==> src/assert_macros.svh <==
// Assertion helpers shared by the RTL.
`ifndef ASSERT_MACROS_SVH
`define ASSERT_MACROS_SVH

// Property that holds at every clock edge outside reset.
`define ASSERT_ALWAYS(label, clk, rst_n, prop, msg) \
  label: assert property (@(posedge clk) disable iff (!rst_n) (prop)) \
    else $error(msg);

// Same-cycle implication.
`define ASSERT_IMPLY(label, clk, rst_n, ante, cons, msg) \
  label: assert property (@(posedge clk) disable iff (!rst_n) (ante) |-> (cons)) \
    else $error(msg);

`endif

==> src/tesf_pkg.sv <==
package tesf_pkg;

  localparam int unsigned VALUE_BITS = 32;
  localparam int unsigned COUNT_BITS = 11;
  localparam int unsigned USED_BITS  = 11;

  typedef enum logic [2:0] {
    OP_PUSH  = 3'd0,
    OP_POP   = 3'd1,
    OP_SWAP  = 3'd2,
    OP_DUP   = 3'd3,
    OP_ALLOC = 3'd4,
    OP_FREE  = 3'd5,
    OP_PUT   = 3'd6,
    OP_TAKE  = 3'd7
  } op_e;

  typedef enum logic [2:0] {
    ERR_OK          = 3'd0,
    ERR_STACK_OVER  = 3'd1,
    ERR_STACK_UNDER = 3'd2,
    ERR_FRAME_OVER  = 3'd3,
    ERR_FRAME_UNDER = 3'd4
  } err_e;

  typedef struct packed {
    logic wr_en;
    logic rd_en;
  } mem_ctl_t;

endpackage

==> src/tesf_ctrl.sv <==
`include "assert_macros.svh"

module tesf_ctrl #(
  parameter int unsigned DEPTH     = 1024,
  parameter int unsigned WORD_BITS = 32
) (
  input  logic                           clk_i,
  input  logic                           rst_ni,
  input  logic                           start_i,
  output logic                           busy_o,
  input  tesf_pkg::op_e                  op_i,
  input  logic [WORD_BITS-1:0]           value_i,
  input  logic [tesf_pkg::COUNT_BITS-1:0] count_i,
  input  logic [WORD_BITS-1:0]           nil_i,
  output tesf_pkg::mem_ctl_t             mem_ctl_o,
  output logic [$clog2(DEPTH)-1:0]       wr_addr_o,
  output logic [WORD_BITS-1:0]           wr_data_o,
  output logic [$clog2(DEPTH)-1:0]       rd_addr_o,
  input  logic [WORD_BITS-1:0]           rd_data_i,
  output logic                           result_valid_o,
  output logic [WORD_BITS-1:0]           result_word_o,
  output tesf_pkg::err_e                 error_code_o,
  output logic [$clog2(DEPTH+1)-1:0]     stack_used_o,
  output logic [$clog2(DEPTH+1)-1:0]     frame_used_o
);
  import tesf_pkg::*;

  localparam int unsigned AW = $clog2(DEPTH);
  localparam int unsigned PW = $clog2(DEPTH + 1);
  localparam int unsigned CW = (PW > COUNT_BITS) ? PW : COUNT_BITS;

  typedef enum logic [6:0] {
    S_IDLE   = 7'b0000001,
    S_LOAD   = 7'b0000010,
    S_DUP    = 7'b0000100,
    S_SWAP_A = 7'b0001000,
    S_SWAP_B = 7'b0010000,
    S_SWAP_C = 7'b0100000,
    S_FILL   = 7'b1000000
  } state_e;

  state_e               state_q, state_d;
  logic [PW-1:0]        stack_top_q, stack_top_d;
  logic [PW-1:0]        frame_base_q, frame_base_d;
  logic [AW-1:0]        addr_q, addr_d;
  logic [PW-1:0]        fill_cnt_q, fill_cnt_d;
  logic [WORD_BITS-1:0] tmp_q, tmp_d;
  logic [WORD_BITS-1:0] res_q, res_d;
  err_e                 err_q, err_d;
  logic                 valid_q, valid_d;

  logic [PW-1:0] free_space, frame_used, top_m1, top_m2, base_m1, new_base, cnt_p;
  logic [CW-1:0] cnt_ext, free_ext, used_ext;

  assign free_space = frame_base_q - stack_top_q;
  assign frame_used = PW'(DEPTH) - frame_base_q;
  assign top_m1     = stack_top_q - PW'(1);
  assign top_m2     = stack_top_q - PW'(2);
  assign base_m1    = frame_base_q - PW'(1);
  assign cnt_ext    = CW'(count_i);
  assign free_ext   = CW'(free_space);
  assign used_ext   = CW'(frame_used);
  // only used once the count is known to fit, so truncation is safe
  assign cnt_p      = cnt_ext[PW-1:0];
  assign new_base   = frame_base_q - cnt_p;

  always_comb begin
    state_d      = state_q;
    stack_top_d  = stack_top_q;
    frame_base_d = frame_base_q;
    addr_d       = addr_q;
    fill_cnt_d   = fill_cnt_q;
    tmp_d        = tmp_q;
    res_d        = res_q;
    err_d        = err_q;
    valid_d      = 1'b0;
    mem_ctl_o    = '0;
    wr_addr_o    = '0;
    wr_data_o    = '0;
    rd_addr_o    = '0;

    unique case (state_q)
      S_IDLE: begin
        if (start_i) begin
          res_d = '0;
          err_d = ERR_OK;
          unique case (op_i)
            OP_PUSH: begin
              valid_d = 1'b1;
              if (free_space == '0) begin
                err_d = ERR_STACK_OVER;
              end else begin
                mem_ctl_o.wr_en = 1'b1;
                wr_addr_o       = stack_top_q[AW-1:0];
                wr_data_o       = value_i;
                stack_top_d     = stack_top_q + PW'(1);
              end
            end
            OP_POP: begin
              if (stack_top_q == '0) begin
                err_d   = ERR_STACK_UNDER;
                valid_d = 1'b1;
              end else begin
                mem_ctl_o.rd_en = 1'b1;
                rd_addr_o       = top_m1[AW-1:0];
                stack_top_d     = top_m1;
                state_d         = S_LOAD;
              end
            end
            OP_SWAP: begin
              if (stack_top_q < PW'(2)) begin
                err_d   = ERR_STACK_UNDER;
                valid_d = 1'b1;
              end else begin
                mem_ctl_o.rd_en = 1'b1;
                rd_addr_o       = top_m1[AW-1:0];
                addr_d          = top_m2[AW-1:0];
                state_d         = S_SWAP_A;
              end
            end
            OP_DUP: begin
              if (stack_top_q == '0) begin
                err_d   = ERR_STACK_UNDER;
                valid_d = 1'b1;
              end else if (free_space == '0) begin
                err_d   = ERR_STACK_OVER;
                valid_d = 1'b1;
              end else begin
                mem_ctl_o.rd_en = 1'b1;
                rd_addr_o       = top_m1[AW-1:0];
                addr_d          = stack_top_q[AW-1:0];
                stack_top_d     = stack_top_q + PW'(1);
                state_d         = S_DUP;
              end
            end
            OP_ALLOC: begin
              if (cnt_ext > free_ext) begin
                err_d   = ERR_FRAME_OVER;
                valid_d = 1'b1;
              end else if (cnt_ext == '0) begin
                valid_d = 1'b1;
              end else begin
                frame_base_d = new_base;
                addr_d       = new_base[AW-1:0];
                fill_cnt_d   = cnt_p;
                state_d      = S_FILL;
              end
            end
            OP_FREE: begin
              valid_d = 1'b1;
              if (cnt_ext > used_ext) begin
                err_d = ERR_FRAME_UNDER;
              end else begin
                frame_base_d = frame_base_q + cnt_p;
              end
            end
            OP_PUT: begin
              valid_d = 1'b1;
              if (free_space == '0) begin
                err_d = ERR_FRAME_OVER;
              end else begin
                mem_ctl_o.wr_en = 1'b1;
                wr_addr_o       = base_m1[AW-1:0];
                wr_data_o       = value_i;
                frame_base_d    = base_m1;
              end
            end
            OP_TAKE: begin
              if (frame_used == '0) begin
                err_d   = ERR_FRAME_UNDER;
                valid_d = 1'b1;
              end else begin
                mem_ctl_o.rd_en = 1'b1;
                rd_addr_o       = frame_base_q[AW-1:0];
                frame_base_d    = frame_base_q + PW'(1);
                state_d         = S_LOAD;
              end
            end
            default: begin
              valid_d = 1'b1;
            end
          endcase
        end
      end
      S_LOAD: begin
        res_d   = rd_data_i;
        valid_d = 1'b1;
        state_d = S_IDLE;
      end
      S_DUP: begin
        mem_ctl_o.wr_en = 1'b1;
        wr_addr_o       = addr_q;
        wr_data_o       = rd_data_i;
        valid_d         = 1'b1;
        state_d         = S_IDLE;
      end
      S_SWAP_A: begin
        // upper word in hand, fetch the lower one
        tmp_d           = rd_data_i;
        mem_ctl_o.rd_en = 1'b1;
        rd_addr_o       = addr_q;
        state_d         = S_SWAP_B;
      end
      S_SWAP_B: begin
        mem_ctl_o.wr_en = 1'b1;
        wr_addr_o       = addr_q + AW'(1);
        wr_data_o       = rd_data_i;
        state_d         = S_SWAP_C;
      end
      S_SWAP_C: begin
        mem_ctl_o.wr_en = 1'b1;
        wr_addr_o       = addr_q;
        wr_data_o       = tmp_q;
        valid_d         = 1'b1;
        state_d         = S_IDLE;
      end
      S_FILL: begin
        mem_ctl_o.wr_en = 1'b1;
        wr_addr_o       = addr_q;
        wr_data_o       = nil_i;
        addr_d          = addr_q + AW'(1);
        fill_cnt_d      = fill_cnt_q - PW'(1);
        if (fill_cnt_q == PW'(1)) begin
          valid_d = 1'b1;
          state_d = S_IDLE;
        end
      end
      default: begin
        state_d = S_IDLE;
      end
    endcase
  end

  always_ff @(posedge clk_i or negedge rst_ni) begin
    if (!rst_ni) begin
      state_q      <= S_IDLE;
      stack_top_q  <= '0;
      frame_base_q <= PW'(DEPTH);
      valid_q      <= 1'b0;
      fill_cnt_q   <= '0;
    end else begin
      state_q      <= state_d;
      stack_top_q  <= stack_top_d;
      frame_base_q <= frame_base_d;
      valid_q      <= valid_d;
      fill_cnt_q   <= fill_cnt_d;
    end
  end

  always_ff @(posedge clk_i) begin
    addr_q <= addr_d;
    tmp_q  <= tmp_d;
    res_q  <= res_d;
    err_q  <= err_d;
  end

  assign busy_o         = (state_q != S_IDLE);
  assign result_valid_o = valid_q;
  assign result_word_o  = res_q;
  assign error_code_o   = err_q;
  assign stack_used_o   = stack_top_q;
  assign frame_used_o   = frame_used;

  `ASSERT_ALWAYS(a_areas_ordered, clk_i, rst_ni, stack_top_q <= frame_base_q, "stack overlaps frame")
  `ASSERT_ALWAYS(a_base_in_range, clk_i, rst_ni, frame_base_q <= PW'(DEPTH), "frame base beyond store")
  `ASSERT_IMPLY(a_strobe_idle, clk_i, rst_ni, valid_q, state_q == S_IDLE, "result while busy")
  `ASSERT_IMPLY(a_reject_no_change, clk_i, rst_ni, valid_q && (err_q != ERR_OK), $stable(stack_top_q) && $stable(frame_base_q), "rejected item moved a pointer")
  `ASSERT_IMPLY(a_fill_nonzero, clk_i, rst_ni, state_q == S_FILL, fill_cnt_q != '0, "fill with no entries left")

endmodule
==> config.mk <==
export PLATFORM = sky130hd
export DESIGN_NAME = tesf_ctrl
export DESIGN_NICKNAME = d
export VERILOG_FILES = /design/src/tesf_pkg.sv /design/src/tesf_ctrl.sv
export VERILOG_INCLUDE_DIRS = /design/src /design/src/src
export SDC_FILE = /design/constraint.sdc
export NUM_CORES = 1
export LEC_CHECK = 0
export BUFFER_PORTS_ARGS = -buffer_cell sky130_fd_sc_hd__buf_2
export CAP_MARGIN = 15
export CORE_MARGIN = 2
export CORE_UTILIZATION = 35
export CTS_CLUSTER_SIZE = 10
export DETAILED_ROUTE_END_ITERATION = 10
export GPL_ROUTABILITY_DRIVEN = 1
export HOLD_SLACK_MARGIN = 0.15
export SLEW_MARGIN = 40
export SYNTH_ARGS = -nofsm -noshare
export SYNTH_HDL_FRONTEND = slang
export SYNTH_SLANG_ARGS = --single-unit
==> constraint.sdc <==
create_clock -name clk_i -period 5.95 [get_ports clk_i]
set_input_delay 1.785 -clock clk_i [delete_from_list [all_inputs] [get_ports clk_i]]
set_output_delay 1.785 -clock clk_i [all_outputs]
set_load 0.01 [all_outputs]
# Word-level counts from Yosys, hierarchy flattened
# Cells that the tools add are included.
dict set report word_totals {
  rom_bits 0
  in_bits 113
  ramBits 0
  ff_bits 118
  mem_count 0
  latch_bits 0
  word_cells 165
}
dict set report op_classes {
  magnitude_cmp 3
  n_shift 0
  add_sub_neg 11
  muxes 83
  div 0
  n_reduce_logical 22
  bitwise 0
  multipliers 0
  n_eq_ne 37
}
# operator n
set op_table {}
lappend op_table {{$mux W10} 15}
lappend op_table {{$mux W11} 12}
lappend op_table {{$mux W32} 4}
lappend op_table {{$pmux W32 S4} 1}
lappend op_table {{$pmux W32 S2} 1}
lappend op_table {{$mux W7} 9}
lappend op_table {{$pmux W10 S2} 3}
lappend op_table {{$pmux W10 S3} 2}
lappend op_table {{$logic_not A11 Y1} 4}
lappend op_table {{$pmux W11 S4} 1}
lappend op_table {{$pmux W10 S4} 1}
lappend op_table {{$pmux W7 S5} 1}
lappend op_table {{$pmux W11 S3} 1}
lappend op_table {{$sub A11 B1 Y11 const B} 3}
lappend op_table {{$pmux W7 S4} 1}
lappend op_table {{$pmux W3 S8} 1}
lappend op_table {{$add A11 B1 Y11 const B} 2}
lappend op_table {{$gt A11 B11 Y1} 2}
lappend op_table {{$ne A2 B2 Y1 const B} 11}
lappend op_table {{$pmux W11 S2} 1}
lappend op_table {{$sub A11 B11 Y11} 2}
lappend op_table {{$ne A3 B3 Y1 const B} 7}
lappend op_table {{$mux W1} 16}
lappend op_table {{$reduce_and A8 Y1} 2}
lappend op_table {{36 further kinds} 53}

# Logic depth before layout (Yosys ltp)
# Gate-level depths: netlist (run 1).
dict set report logic_depth {
  word_depth 7
  ltp_mapped 18
}

# Worst setup path after synthesis (run 1)
# No wires, ideal clock.
dict set report synth_path {
  path_kind {input to output}
  startpoint {input op_i[0]}
  endpoint {output rd_addr_o[2]}
  path_buffers 2
  cell_stages 6
  setup_slack_ns 1.044
  t_arrival_ns 3.121
  required_time_ns 4.165
  cell_sequence {buf_4 -> inv_1 -> buf_2 -> nor2_1 -> a22oi_2 -> o31ai_1}
}
dict set report synth_via {
  elab_chain_cells 4
}
# item line
set synth_lines {}
lappend synth_lines {{start, declared} tesf_ctrl.sv:11} ;# input tesf_pkg::op_e op_i,
lappend synth_lines {{$eq A3 B3 Y1 (tied with other cells)} tesf_ctrl.sv:87} ;# unique case (op_i)
lappend synth_lines {{$pmux W10 S4 *} tesf_ctrl.sv:87}
lappend synth_lines {{$mux W10 *} tesf_ctrl.sv:84} ;# if (start_i) begin
lappend synth_lines {{$pmux W10 S2 *} tesf_ctrl.sv:82} ;# unique case (state_q)
lappend synth_lines {{end, declared} tesf_ctrl.sv:18} ;# output logic [$clog2(DEPTH)-1:0] rd_addr_o,
# Mark *: on every way between the ends. The rest lies on a longest branch, timed or not.

# Worst setup path after layout (run 1)
dict set report layout_path {
  startpoint {register frame_base_q[0]}
  endpoint {output rd_addr_o[3]}
}
dict set report layout_via {
  elab_chain_cells 7
}
# item line
set layout_lines {}
lappend layout_lines {{start, declared} tesf_ctrl.sv:44} ;# logic [PW-1:0] frame_base_q, frame_base_d;
lappend layout_lines {{start signal, assigned} tesf_ctrl.sv:238} ;# frame_base_q <= PW'(DEPTH);
lappend layout_lines {{start signal, assigned} tesf_ctrl.sv:244} ;# frame_base_q <= frame_base_d;
lappend layout_lines {{$sub A11 B11 Y11} tesf_ctrl.sv:55} ;# assign free_space = frame_base_q - stack_top_q;
lappend layout_lines {{$logic_not A11 Y1} tesf_ctrl.sv:125} ;# end else if (free_space == '0) begin
lappend layout_lines {{$mux W10} tesf_ctrl.sv:125}
lappend layout_lines {{$mux W10} tesf_ctrl.sv:122} ;# if (stack_top_q == '0) begin
lappend layout_lines {{$pmux W10 S4 *} tesf_ctrl.sv:87}
lappend layout_lines {{$mux W10 *} tesf_ctrl.sv:84}
lappend layout_lines {{$pmux W10 S2 *} tesf_ctrl.sv:82}
# Marked as above.

==> out/results.txt, run 1 <==
prevailing post-synth register cell: edfxtp_1
P_sw: 2.56 mW
EDFF count, synth: 77
power per cell area: 455 nW/um2
Startpoint Class: register
Hold Crit Class: register to register
Layout Nets: 1,513
Clk Tree Root Cell: clkbuf_16
die area: 28,600 um2
CP max FO: 8
worst setup margin: 161 ps
critical path class: register to output pin
setup violators final: 0
DR vias/cell: 5.82
Yosys top cell area share: 24.2%
Clk network pwr share: 17.9%
Area contributors post-synth: edfxtp_1 (24%), dfrtp_1 (10%), ha_1 (8.0%)
DR WL/cell: 21.9 um
gr ovfl total: 0
Max Fclk: 173 MHz
Die Y: 169 um
worst rel slew slack: 46.6%
IO Port Bufs: 225
vias in the first global route: 9,257
P_int: 2.83 mW
effective utilization at floorplan: 35.5%
total track usage: 25.2%
Synth area leader: edfxtp_1
Mean Syn Cell Area: 8.71 um2
Final Hold Fails: 0
number of diodes: 0
maximum clock insertion buffer count: 2
Yosys reg bits: 118
max-slew violations: 0
first-pass GRT wire length: 55.1 mm
Final TNS setup: 0 ps
fin crit period: 5790 ps
Cell Area, Synth: 9550 um2
Iter 0 DRT Violations: 975
Core ar.: 26,900 um2
post-synthesis async set-or-reset flop share: 34.7%
Critical Path RT: 4160 ps
Register Area: 3340 um2
layout cell share with drive strength beyond 1: 25.7%
Reg clk slew, reported paths: 60 ps
CTS Buf Count: 17
DR DRC count: 0
YS warnings: 0
Final GP Congestion: 1.05
number of fill cells in the layout: 2,718
DRT Wirelength: 37.0 mm
largest net degree at the start of global routing: 42
Sw Share: 47.5%
Multi-input gate area: 5690 um2
number of max-cap violations: 0
Cells after Synth: 1,097
CTS tree: done
# rows: 60
final setup skew: 9.90 ps
Worst-Margin Slew: 796 ps
CP Data Arrival Time: 4000 ps
TritonRoute pass-1 iters: 8
Comb power frac: 59.2%
post-synthesis sequential area ratio: 35.0%
crit end category: output pin
via count: 9,842
period utilization: 97.3%
VDD IR max: 315 uV
antenna violations before repair: 0
RSZ-0062 raised after global routing: no
Leak: 5.25 nW
Place WS: 352 ps
Mapped Nets: 1,274
latest clock arrival within the worst-skew pair: 420 ps
CTS sink cnt: 118
htree depth: 4
post-synth cell types: 86
Antenna Nets Post-Route: 0
Detail Placement HPWL: 29.0 mm
status: complete, no violations
smallest hold slack: 531 ps
I/O pins: 226
power share of the sequential group: 22.9%
synth-to-layout area growth: 23.9%
die width: 169 um
[state kept, by name, indices dropped and copies added (netlist names)]
signal and flops:
addr_q 10, error_code_o 3, fill_cnt_q 11, frame_base_q 11, result_valid_o 1, result_word_o 32
stack_used_o 11, state_q 7, tmp_q 32
[cells in the mapped netlist, drive strengths merged (30+ instances only)]
master and instances:
a21oi 68, a222oi 32, and2 35, clkbuf 46, dfrtp 39, edfxtp 77
ha 61, inv 81, nand2 84, nand3 30, nor2 80, nor3 38
o21ai 94, xnor2 42
[routing by layer]
layer	up-vias	wire, um	global-route usage, %
met3	82	3110	4.20
met5	-	0	0
met1	4604	14900	31.7
met4	0	1170	8.62
met2	551	17800	43.9
li1	4605	-	-
[layout make-up]
type | instances | share of cell area (%)
Inverter | 86 | 2.74
Timing Repair Buffer | 276 | 12.8
Sequential cell | 118 | 28.2
Clock inverter | 15 | 1.01
Multi-Input combinational cell | 837 | 48.1
Clock buffer | 17 | 3.59
Tap cell | 341 | 3.60
[cell families after synthesis]
logic type | count (synthesis) | synth area share [%]
adder cells (fa/ha/maj) | 64 | 8.62
AO/OA/AOI/OAI | 349 | 24.9
AND/OR/NAND/NOR | 347 | 18.2
multiplexers | 12 | 1.36
XOR/XNOR | 65 | 6.16
flip-flops | 118 | 35.0
buffers and inverters | 142 | 5.87
[critical path, stage by stage, from the launching register on]
cell and delay, ps:
dfrtp_1 490, inv_1 130, ha_1 220, fa_1 400, nor2b_1 210, o2111ai_1 170, a31oi_1 270, nor3_1 100
o211a_2 330, nand3_1 280, a22oi_2 140, buf_4 190, o31ai_1 430, buf_2 220
[final timing paths]
path	startpoint	endpoint	slack (ps)	depth (start not counted)
setup / recovery	frame_base_q[0]$_DFFE_PN0P_	rd_addr_o[3]	160	13
hold reg to reg	fill_cnt_q[10]$_DFFE_PN0P_	fill_cnt_q[10]$_DFFE_PN0P_	530	2
hold / removal	fill_cnt_q[10]$_DFFE_PN0P_	fill_cnt_q[10]$_DFFE_PN0P_	530	2
setup reg to reg	frame_base_q[0]$_DFFE_PN0P_	frame_base_q[7]$_DFFE_PN0P_	1170	18
min in group asynchronous	rst_ni	frame_base_q[5]$_DFFE_PN0P_	1460	2
max in group asynchronous	rst_ni	stack_used_o[1]$_DFFE_PN0P_	4050	2
[placed cells by master, fill, tap and decap left out, types with 30 or more instances in the layout]
master      n
o21ai_0    93
nor2_1     80
xnor2_1    41
nand2_1    83
and2_1     34
inv_1      81
ha_1       61
a21oi_1    68
dfrtp_1    38
nor3_1     32
buf_2     225
a222oi_1   32
nand3_1    30
buf_4      50
edfxtp_1   77
[metrics by stage]
step	cells	power (mW)	instance area, um2	util, %
floorplan	1097	3.24	9550	-
global placement	1657	4.34	11300	41.9
detailed placement	1657	4.36	11300	42.0
CTS	1689	5.34	11800	44.0
global route	1690	5.73	11800	44.1
finish	1690	5.39	11800	44.1
[power by group through the flow]
stage          Sequential, mW  Clock, mW  Combinational (mW)
6_report                 1.23      0.963                3.19
5_1_grt                  1.25       1.02                3.46
4_1_cts                  1.23      0.978                3.13
3_5_place_dp             1.24          0                3.12
3_3_place_gp             1.24          0                3.10
2_1_floorplan            1.25          0                1.99
[repair_timing]
item / in CTS / in global routing
hold buffers: 0 / 0
setup endpoints to repair: 12 / 20
buffers inserted: 0 / 1
resized for setup: 2 / 4
pin swaps: 0 / 1
Note: power is estimated with default switching activity, not from simulation.
==> run 2: changes to the inputs <==
REMOVE_ABC_BUFFERS = 1   (was unset)
==> run 2 against run 1 <==
Net effect:
- via count rose by 2.6%
- critical path depth fell by 2
- setup slack got worse by 1.7 ps
- critical path type unchanged
- critical endpoint is now wr_addr_o[2]
- largest cell class unchanged
==> out/results.txt, run 2 (synthesis results as in run 1) <==
Leak: 5.30 nW (was 5.25 nW)
Reg clk slew, reported paths: 80 ps (was 60 ps)
CP max FO: 8 (unchanged)
RSZ-0062 raised after global routing: no (unchanged)
synth-to-layout area growth: 24.9% (was 23.9%)
TritonRoute pass-1 iters: 6 (was 8)
Core ar.: 26,900 um2 (unchanged)
die area: 28,600 um2 (unchanged)
via count: 10,101 (was 9,842)
number of fill cells in the layout: 2,699 (was 2,718)
Critical Path RT: 4160 ps (about the same)
number of diodes: 0 (unchanged)
first-pass GRT wire length: 58.9 mm (was 55.1 mm)
Clk network pwr share: 19.9% (was 17.9%)
Worst-Margin Slew: 878 ps (was 796 ps)
number of max-cap violations: 0 (unchanged)
DRT Wirelength: 39.9 mm (was 37.0 mm)
htree depth: 4 (unchanged)
Hold Crit Class: register to register (unchanged)
CTS sink cnt: 118 (unchanged)
die width: 169 um (unchanged)
latest clock arrival within the worst-skew pair: 430 ps (was 420 ps)
Comb power frac: 58.2% (was 59.2%)
Layout Nets: 1,515 (was 1,513)
Detail Placement HPWL: 31.0 mm (was 29.0 mm)
antenna violations before repair: 0 (unchanged)
CTS Buf Count: 17 (unchanged)
CP Data Arrival Time: 4010 ps (was 4000 ps)
layout cell share with drive strength beyond 1: 25.6% (was 25.7%)
buffer and inverter count on the worst path: 3 (unchanged)
Clk Tree Root Cell: clkbuf_16 (unchanged)
P_int: 2.96 mW (was 2.83 mW)
CTS tree: done (unchanged)
commonest cells after routing, fill and taps aside: buf_2 (225), o21ai_0 (93), nand2_1 (83), inv_1 (81), nor2_1 (80) (unchanged)
crit path cell chain: clkinv_1 > ha_1 > or3_1 > o32ai_1 > xor2_1 > o21a_2 > nand3_1 > buf_4 > and3_1 > a221o_1 > buf_2 (was inv_1 > ha_1 > fa_1 > nor2b_1 > o2111ai_1 > a31oi_1 > nor3_1 > o211a_2 > nand3_1 > a22oi_2 > buf_4 > o31ai_1 > buf_2)
vias in the first global route: 9,503 (was 9,257)
power share of the sequential group: 21.9% (was 22.9%)
PnR Total Power: 5.57 mW (was 5.39 mW)
r2r setup slk: 940 ps (was 1170 ps)
critical path class: register to output pin (unchanged)
max-slew violations: 0 (unchanged)
Slowest-stage cell, CP: dfrtp_1 (unchanged)
worst rel slew slack: 41.0% (was 46.6%)
Sw Share: 46.8% (was 47.5%)
effective utilization at floorplan: 35.5% (unchanged)
CP top delay family: compound AO/OA/AOI/OAI gates (unchanged)
Final GP Congestion: 0.991 (was 1.05)
Die Y: 169 um (unchanged)
gr ovfl total: 0 (unchanged)
final setup skew: 22.2 ps (was 9.90 ps)
period utilization: 97.3% (about the same)
Antenna Nets Post-Route: 0 (unchanged)
P_sw: 2.61 mW (was 2.56 mW)
status: complete, no violations (unchanged)
# rows: 60 (unchanged)
IO Port Bufs: 225 (unchanged)
Final Hold Fails: 0 (unchanged)
Register Area: 3340 um2 (about the same)
Max Fclk: 173 MHz (about the same)
commonest non-fill, non-tap cell in the layout: buf_2 (unchanged)
total track usage: 27.4% (was 25.2%)
power per cell area: 467 nW/um2 (was 455 nW/um2)
DR WL/cell: 23.6 um (was 21.9 um)
Final TNS setup: 0 ps (unchanged)
maximum clock insertion buffer count: 2 (unchanged)
DR vias/cell: 5.97 (was 5.82)
DR DRC count: 0 (unchanged)
VDD IR max: 263 uV (was 315 uV)
crit end category: output pin (unchanged)
Iter 0 DRT Violations: 1,000 (was 975)
largest net degree at the start of global routing: 43 (was 42)
Startpoint Class: register (unchanged)
fin crit period: 5790 ps (about the same)
biggest cell delay along the critical path: 480 ps (was 490 ps)
setup violators final: 0 (unchanged)
Multi-input gate area: 5690 um2 (about the same)
I/O pins: 226 (unchanged)
run 2: cell count changes in the layout (fill, tap and decap cells not counted), moves of 2 or more:
cell | previous run | this run
inv_6 | 5 | 9
inv_8 | 2 | 0
buf_4 | 50 | 52
bufinv_16 | 0 | 3
clkinvlp_4 | 3 | 1
clkinv_2 | 3 | 0
run 2: routing by layer:
layer  up-vias  wire length (um)  global-route usage (%)
met5         -                 5                       0
met4         2              2100                    14.2
met3        93              3170                    3.89
met2       553             18400                    45.1
met1      4831             16200                    35.1
li1       4622                 -                       -
run 2: worst paths after layout:
kind                                              from                           to  depth (start not counted)
setup reg to reg           frame_base_q[0]$_DFFE_PN0P_  frame_base_q[5]$_DFFE_PN0P_                         17
hold reg to reg             fill_cnt_q[10]$_DFFE_PN0P_   fill_cnt_q[10]$_DFFE_PN0P_                          2
setup / recovery           stack_used_o[4]$_DFFE_PN0P_                 wr_addr_o[2]                         11
hold / removal              fill_cnt_q[10]$_DFFE_PN0P_   fill_cnt_q[10]$_DFFE_PN0P_                          2
max in group asynchronous                       rst_ni    fill_cnt_q[9]$_DFFE_PN0P_                          2
min in group asynchronous                       rst_ni  stack_used_o[5]$_DFFE_PN0P_                          2
run 2: repair_timing:
item                       CTS  global route
setup buffers                2             0
resized for setup            0             3
pin swaps                    1             0
setup endpoints to repair   10            12
hold buffers                 0             0
run 2: final cells by class:
| class | instances | share of cell area (%) |
|---|---|---|
| Tap cell | 341 | 3.58 |
| Clock buffer | 18 | 3.60 |
| Multi-Input combinational cell | 837 | 47.7 |
| Inverter | 86 | 2.71 |
| Timing Repair Buffer | 278 | 12.9 |
| Clock inverter | 14 | 1.55 |
| Sequential cell | 118 | 28.0 |
run 2: metrics by stage:
step,instance area [um2],utilization (%),setup WS [ps],hold WS (ps),instances
4_1_cts,11900,44.3,115,518,1692
5_1_grt,11900,44.4,12.6,575,1692
2_1_floorplan,9320,-,420,472,1041
6_report,11900,44.4,159,514,1692
3_3_place_gp,11300,42.0,434,502,1658
3_5_place_dp,11300,42.0,410,502,1658
run 2: worst register-to-register path, cell delays in order (launching register included):
cell	delay, ps
dfrtp_1	510
inv_1	180
ha_1	250
fa_1	400
nor2b_1	230
o2111ai_1	170
a31oi_1	250
nor3_1	110
or2_2	320
ha_1	210
a21o_1	180
a21oi_1	140
o21ai_0	90
o21ai_0	550
o21ai_0	410
nor3_2	260
nand2_2	280
mux2_2	370
run 2: power groups by stage:
| stage | registers, mW | clock network [mW] | logic [mW] |
|---|---|---|---|
| 4_1_cts | 1.22 | 1.12 | 3.18 |
| 3_5_place_dp | 1.24 | 0 | 3.16 |
| 2_1_floorplan | 1.30 | 0 | 1.91 |
| 6_report | 1.22 | 1.11 | 3.24 |
| 5_1_grt | 1.24 | 1.16 | 3.52 |
| 3_3_place_gp | 1.23 | 0 | 3.15 |
==> run 3: changes to the inputs <==
CORE_ASPECT_RATIO = 1.1   (was unset)
==> run 3 against run 2 <==
Net effect:
- via count hardly changed
- critical path depth unchanged
- largest power group unchanged
- setup slack better by 7.0 ps
- non-clock buffer count increased by 2
==> out/results.txt, run 3 (synthesis results as in run 1) <==
status: complete, no violations (unchanged)
worst r2r dst: frame_base_q[7]$_DFFE_PN0P_ (was frame_base_q[5]$_DFFE_PN0P_)
Reg clk slew, reported paths: 70 ps (was 80 ps)
Final Hold Fails: 0 (unchanged)
commonest cells after routing, fill and taps aside: buf_2 (225), o21ai_0 (93), nand2_1 (83), inv_1 (81), nor2_1 (80) (unchanged)
htree depth: 4 (unchanged)
vias in the first global route: 9,587 (was 9,503)
Layout Nets: 1,517 (was 1,515)
I/O pins: 226 (unchanged)
Multi-input gate area: 5700 um2 (was 5690 um2)
Antenna Nets Post-Route: 0 (unchanged)
Final TNS setup: 0 ps (unchanged)
Worst R2R Start: stack_used_o[5]$_DFFE_PN0P_ (was frame_base_q[0]$_DFFE_PN0P_)
Hold Crit Class: register to register (unchanged)
power share of the sequential group: 23.0% (was 21.9%)
Startpoint Class: register (unchanged)
Max Fclk: 173 MHz (about the same)
first-pass GRT wire length: 59.0 mm (was 58.9 mm)
CP top delay family: compound AO/OA/AOI/OAI gates (unchanged)
setup violators final: 0 (unchanged)
Final GP Congestion: 0.969 (was 0.991)
Post-CTS Hold Buffers: 0 (unchanged)
WHS Endpoint: fill_cnt_q[10]$_DFFE_PN0P_ (unchanged)
gr ovfl total: 0 (unchanged)
CTS sink cnt: 118 (unchanged)
CTS Buf Count: 17 (unchanged)
Comb power frac: 58.8% (was 58.2%)
layout cell share with drive strength beyond 1: 25.7% (was 25.6%)
Slowest-stage cell, CP: dfrtp_1 (unchanged)
TritonRoute pass-1 iters: 6 (unchanged)
via count: 10,102 (was 10,101)
Non-Filler Instances: 1,710 (was 1,692)
Register Area: 3340 um2 (about the same)
antenna violations before repair: 1 (was 0)
biggest cell delay along the critical path: 570 ps (was 480 ps)
VDD IR max: 269 uV (was 263 uV)
Leak: 5.28 nW (was 5.30 nW)
DR DRC count: 0 (unchanged)
worst rel slew slack: 49.6% (was 41.0%)
smallest hold slack: 531 ps (was 514 ps)
Clk network pwr share: 18.3% (was 19.9%)
Place WS: 243 ps (was 410 ps)
effective utilization at floorplan: 35.5% (about the same)
CP Data Arrival Time: 4000 ps (was 4010 ps)
power per cell area: 458 nW/um2 (was 467 nW/um2)
DRT Wirelength: 40.1 mm (was 39.9 mm)
synth-to-layout area growth: 24.6% (was 24.9%)
number of max-cap violations: 0 (unchanged)
Clk Tree Root Cell: clkbuf_16 (unchanged)
Worst Reg-to-Reg Cells: 15 (was 17)
CP Depth: 11 (unchanged)
critical path class: register to output pin (unchanged)
buffer and inverter count on the worst path: 3 (unchanged)
final setup skew: 15.3 ps (was 22.2 ps)
total track usage: 27.6% (was 27.4%)
IO Port Bufs: 225 (unchanged)
P_sw: 2.58 mW (was 2.61 mW)
CTS tree: done (unchanged)
largest net degree at the start of global routing: 42 (was 43)
max-slew violations: 0 (unchanged)
Core ar.: 26,900 um2 (about the same)
crit end category: output pin (unchanged)
PnR Total Power: 5.46 mW (was 5.57 mW)
Sw Share: 47.4% (was 46.8%)
placed instance count: 1,675 (was 1,658)
Detail Placement HPWL: 31.3 mm (was 31.0 mm)
HP Start: fill_cnt_q[10]$_DFFE_PN0P_ (unchanged)
P_int: 2.87 mW (was 2.96 mW)
die area: 28,600 um2 (about the same)
DR vias/cell: 5.91 (was 5.97)
crit path cell chain: clkinv_2 > ha_1 > or3_1 > o32ai_1 > xor2_1 > o21a_1 > nand3_1 > buf_4 > and3_1 > a221o_1 > buf_2 (was clkinv_1 > ha_1 > or3_1 > o32ai_1 > xor2_1 > o21a_2 > nand3_1 > buf_4 > and3_1 > a221o_1 > buf_2)
worst setup margin: 166 ps (was 159 ps)
RSZ-0062 raised after global routing: no (unchanged)
number of fill cells in the layout: 2,762 (was 2,699)
DR WL/cell: 23.4 um (was 23.6 um)
CP max FO: 8 (unchanged)
period utilization: 97.2% (was 97.3%)
r2r setup slk: 1030 ps (was 940 ps)
latest clock arrival within the worst-skew pair: 410 ps (was 430 ps)
# rows: 63 (was 60)
Worst-Margin Slew: 750 ps (was 878 ps)
Critical Path RT: 4160 ps (about the same)
maximum clock insertion buffer count: 2 (unchanged)
Iter 0 DRT Violations: 1,158 (was 1,000)
fin crit period: 5780 ps (was 5790 ps)
hold depth: 2 (unchanged)
commonest non-fill, non-tap cell in the layout: buf_2 (unchanged)
Die Y: 177 um (was 169 um)
die width: 162 um (was 169 um)
==> run 3: worst reg2reg max path, cell delays in order (launching register included) <==
cell and delay [ps]:
dfrtp_1 560, inv_1 240, ha_1 470, a41o_1 230, a211oi_1 270, a21boi_0 170
or2_2 370, ha_1 320, a21o_1 170, a21oi_1 140, o21ai_0 90, o21ai_0 520
o21ai_0 380, nor3_2 250, nand2_2 260, mux2_2 360
==> run 3: through the flow <==
step	util [%]	area, um2
final	44.3	11900
after global routing	44.3	11900
after global placement	42.1	11300
after detailed placement	42.1	11300
after floorplan	-	9320
after CTS	44.2	11900
==> run 3: final cells by class <==
| class | count | share of cell area, % |
|---|---|---|
| multi-input combinational | 837 | 47.9 |
| tap | 357 | 3.75 |
| clock buffer | 17 | 3.57 |
| inverter | 86 | 2.72 |
| sequential | 118 | 28.1 |
| timing repair buffer | 280 | 12.9 |
| clock inverter | 14 | 1.08 |
| antenna | 1 | 0.0210 |
==> run 3: routing by layer <==
layer | share of wire [%] | GRT usage (%) | wire [um]
met5 | 0 | 0 | 0
met4 | 5.4 | 13.7 | 2180
met3 | 8.6 | 5.69 | 3440
met2 | 47 | 46.5 | 18800
met1 | 39 | 33.4 | 15700
==> run 3: how the worst max path moves through the flow <==
| stage | from | slack (ps) | endpoint |
|---|---|---|---|
| finish | stack_used_o[4]$_DFFE_PN0P_ | 170 | wr_addr_o[2] |
| global placement | stack_used_o[4]$_DFFE_PN0P_ | 230 | rd_addr_o[6] |
| detailed placement | stack_used_o[4]$_DFFE_PN0P_ | 240 | rd_addr_o[6] |
| global route | stack_used_o[5]$_DFFE_PN0P_ | 20 | wr_addr_o[2] |
| floorplan | state_q[3]$_DFFE_PN0P_ | 420 | wr_data_o[0] |
| CTS | stack_used_o[4]$_DFFE_PN0P_ | 90 | wr_addr_o[2] |
==> run 3: repair_timing <==
item                                    4_1_cts  5_1_grt
endpoints found under the hold margin         0        0
gates resized for setup                       1        3
setup buffers                                 2        1
endpoints found under the setup margin       17       47
pin swaps                                     1        1
==> run 3: power by group through the flow <==
stage | sequential, mW | combinational (mW) | clock (mW)
2_1_floorplan | 1.30 | 1.91 | 0
6_report | 1.25 | 3.21 | 0.997
3_5_place_dp | 1.26 | 3.11 | 0
3_3_place_gp | 1.26 | 3.10 | 0
5_1_grt | 1.27 | 3.50 | 1.05
4_1_cts | 1.25 | 3.13 | 1.02
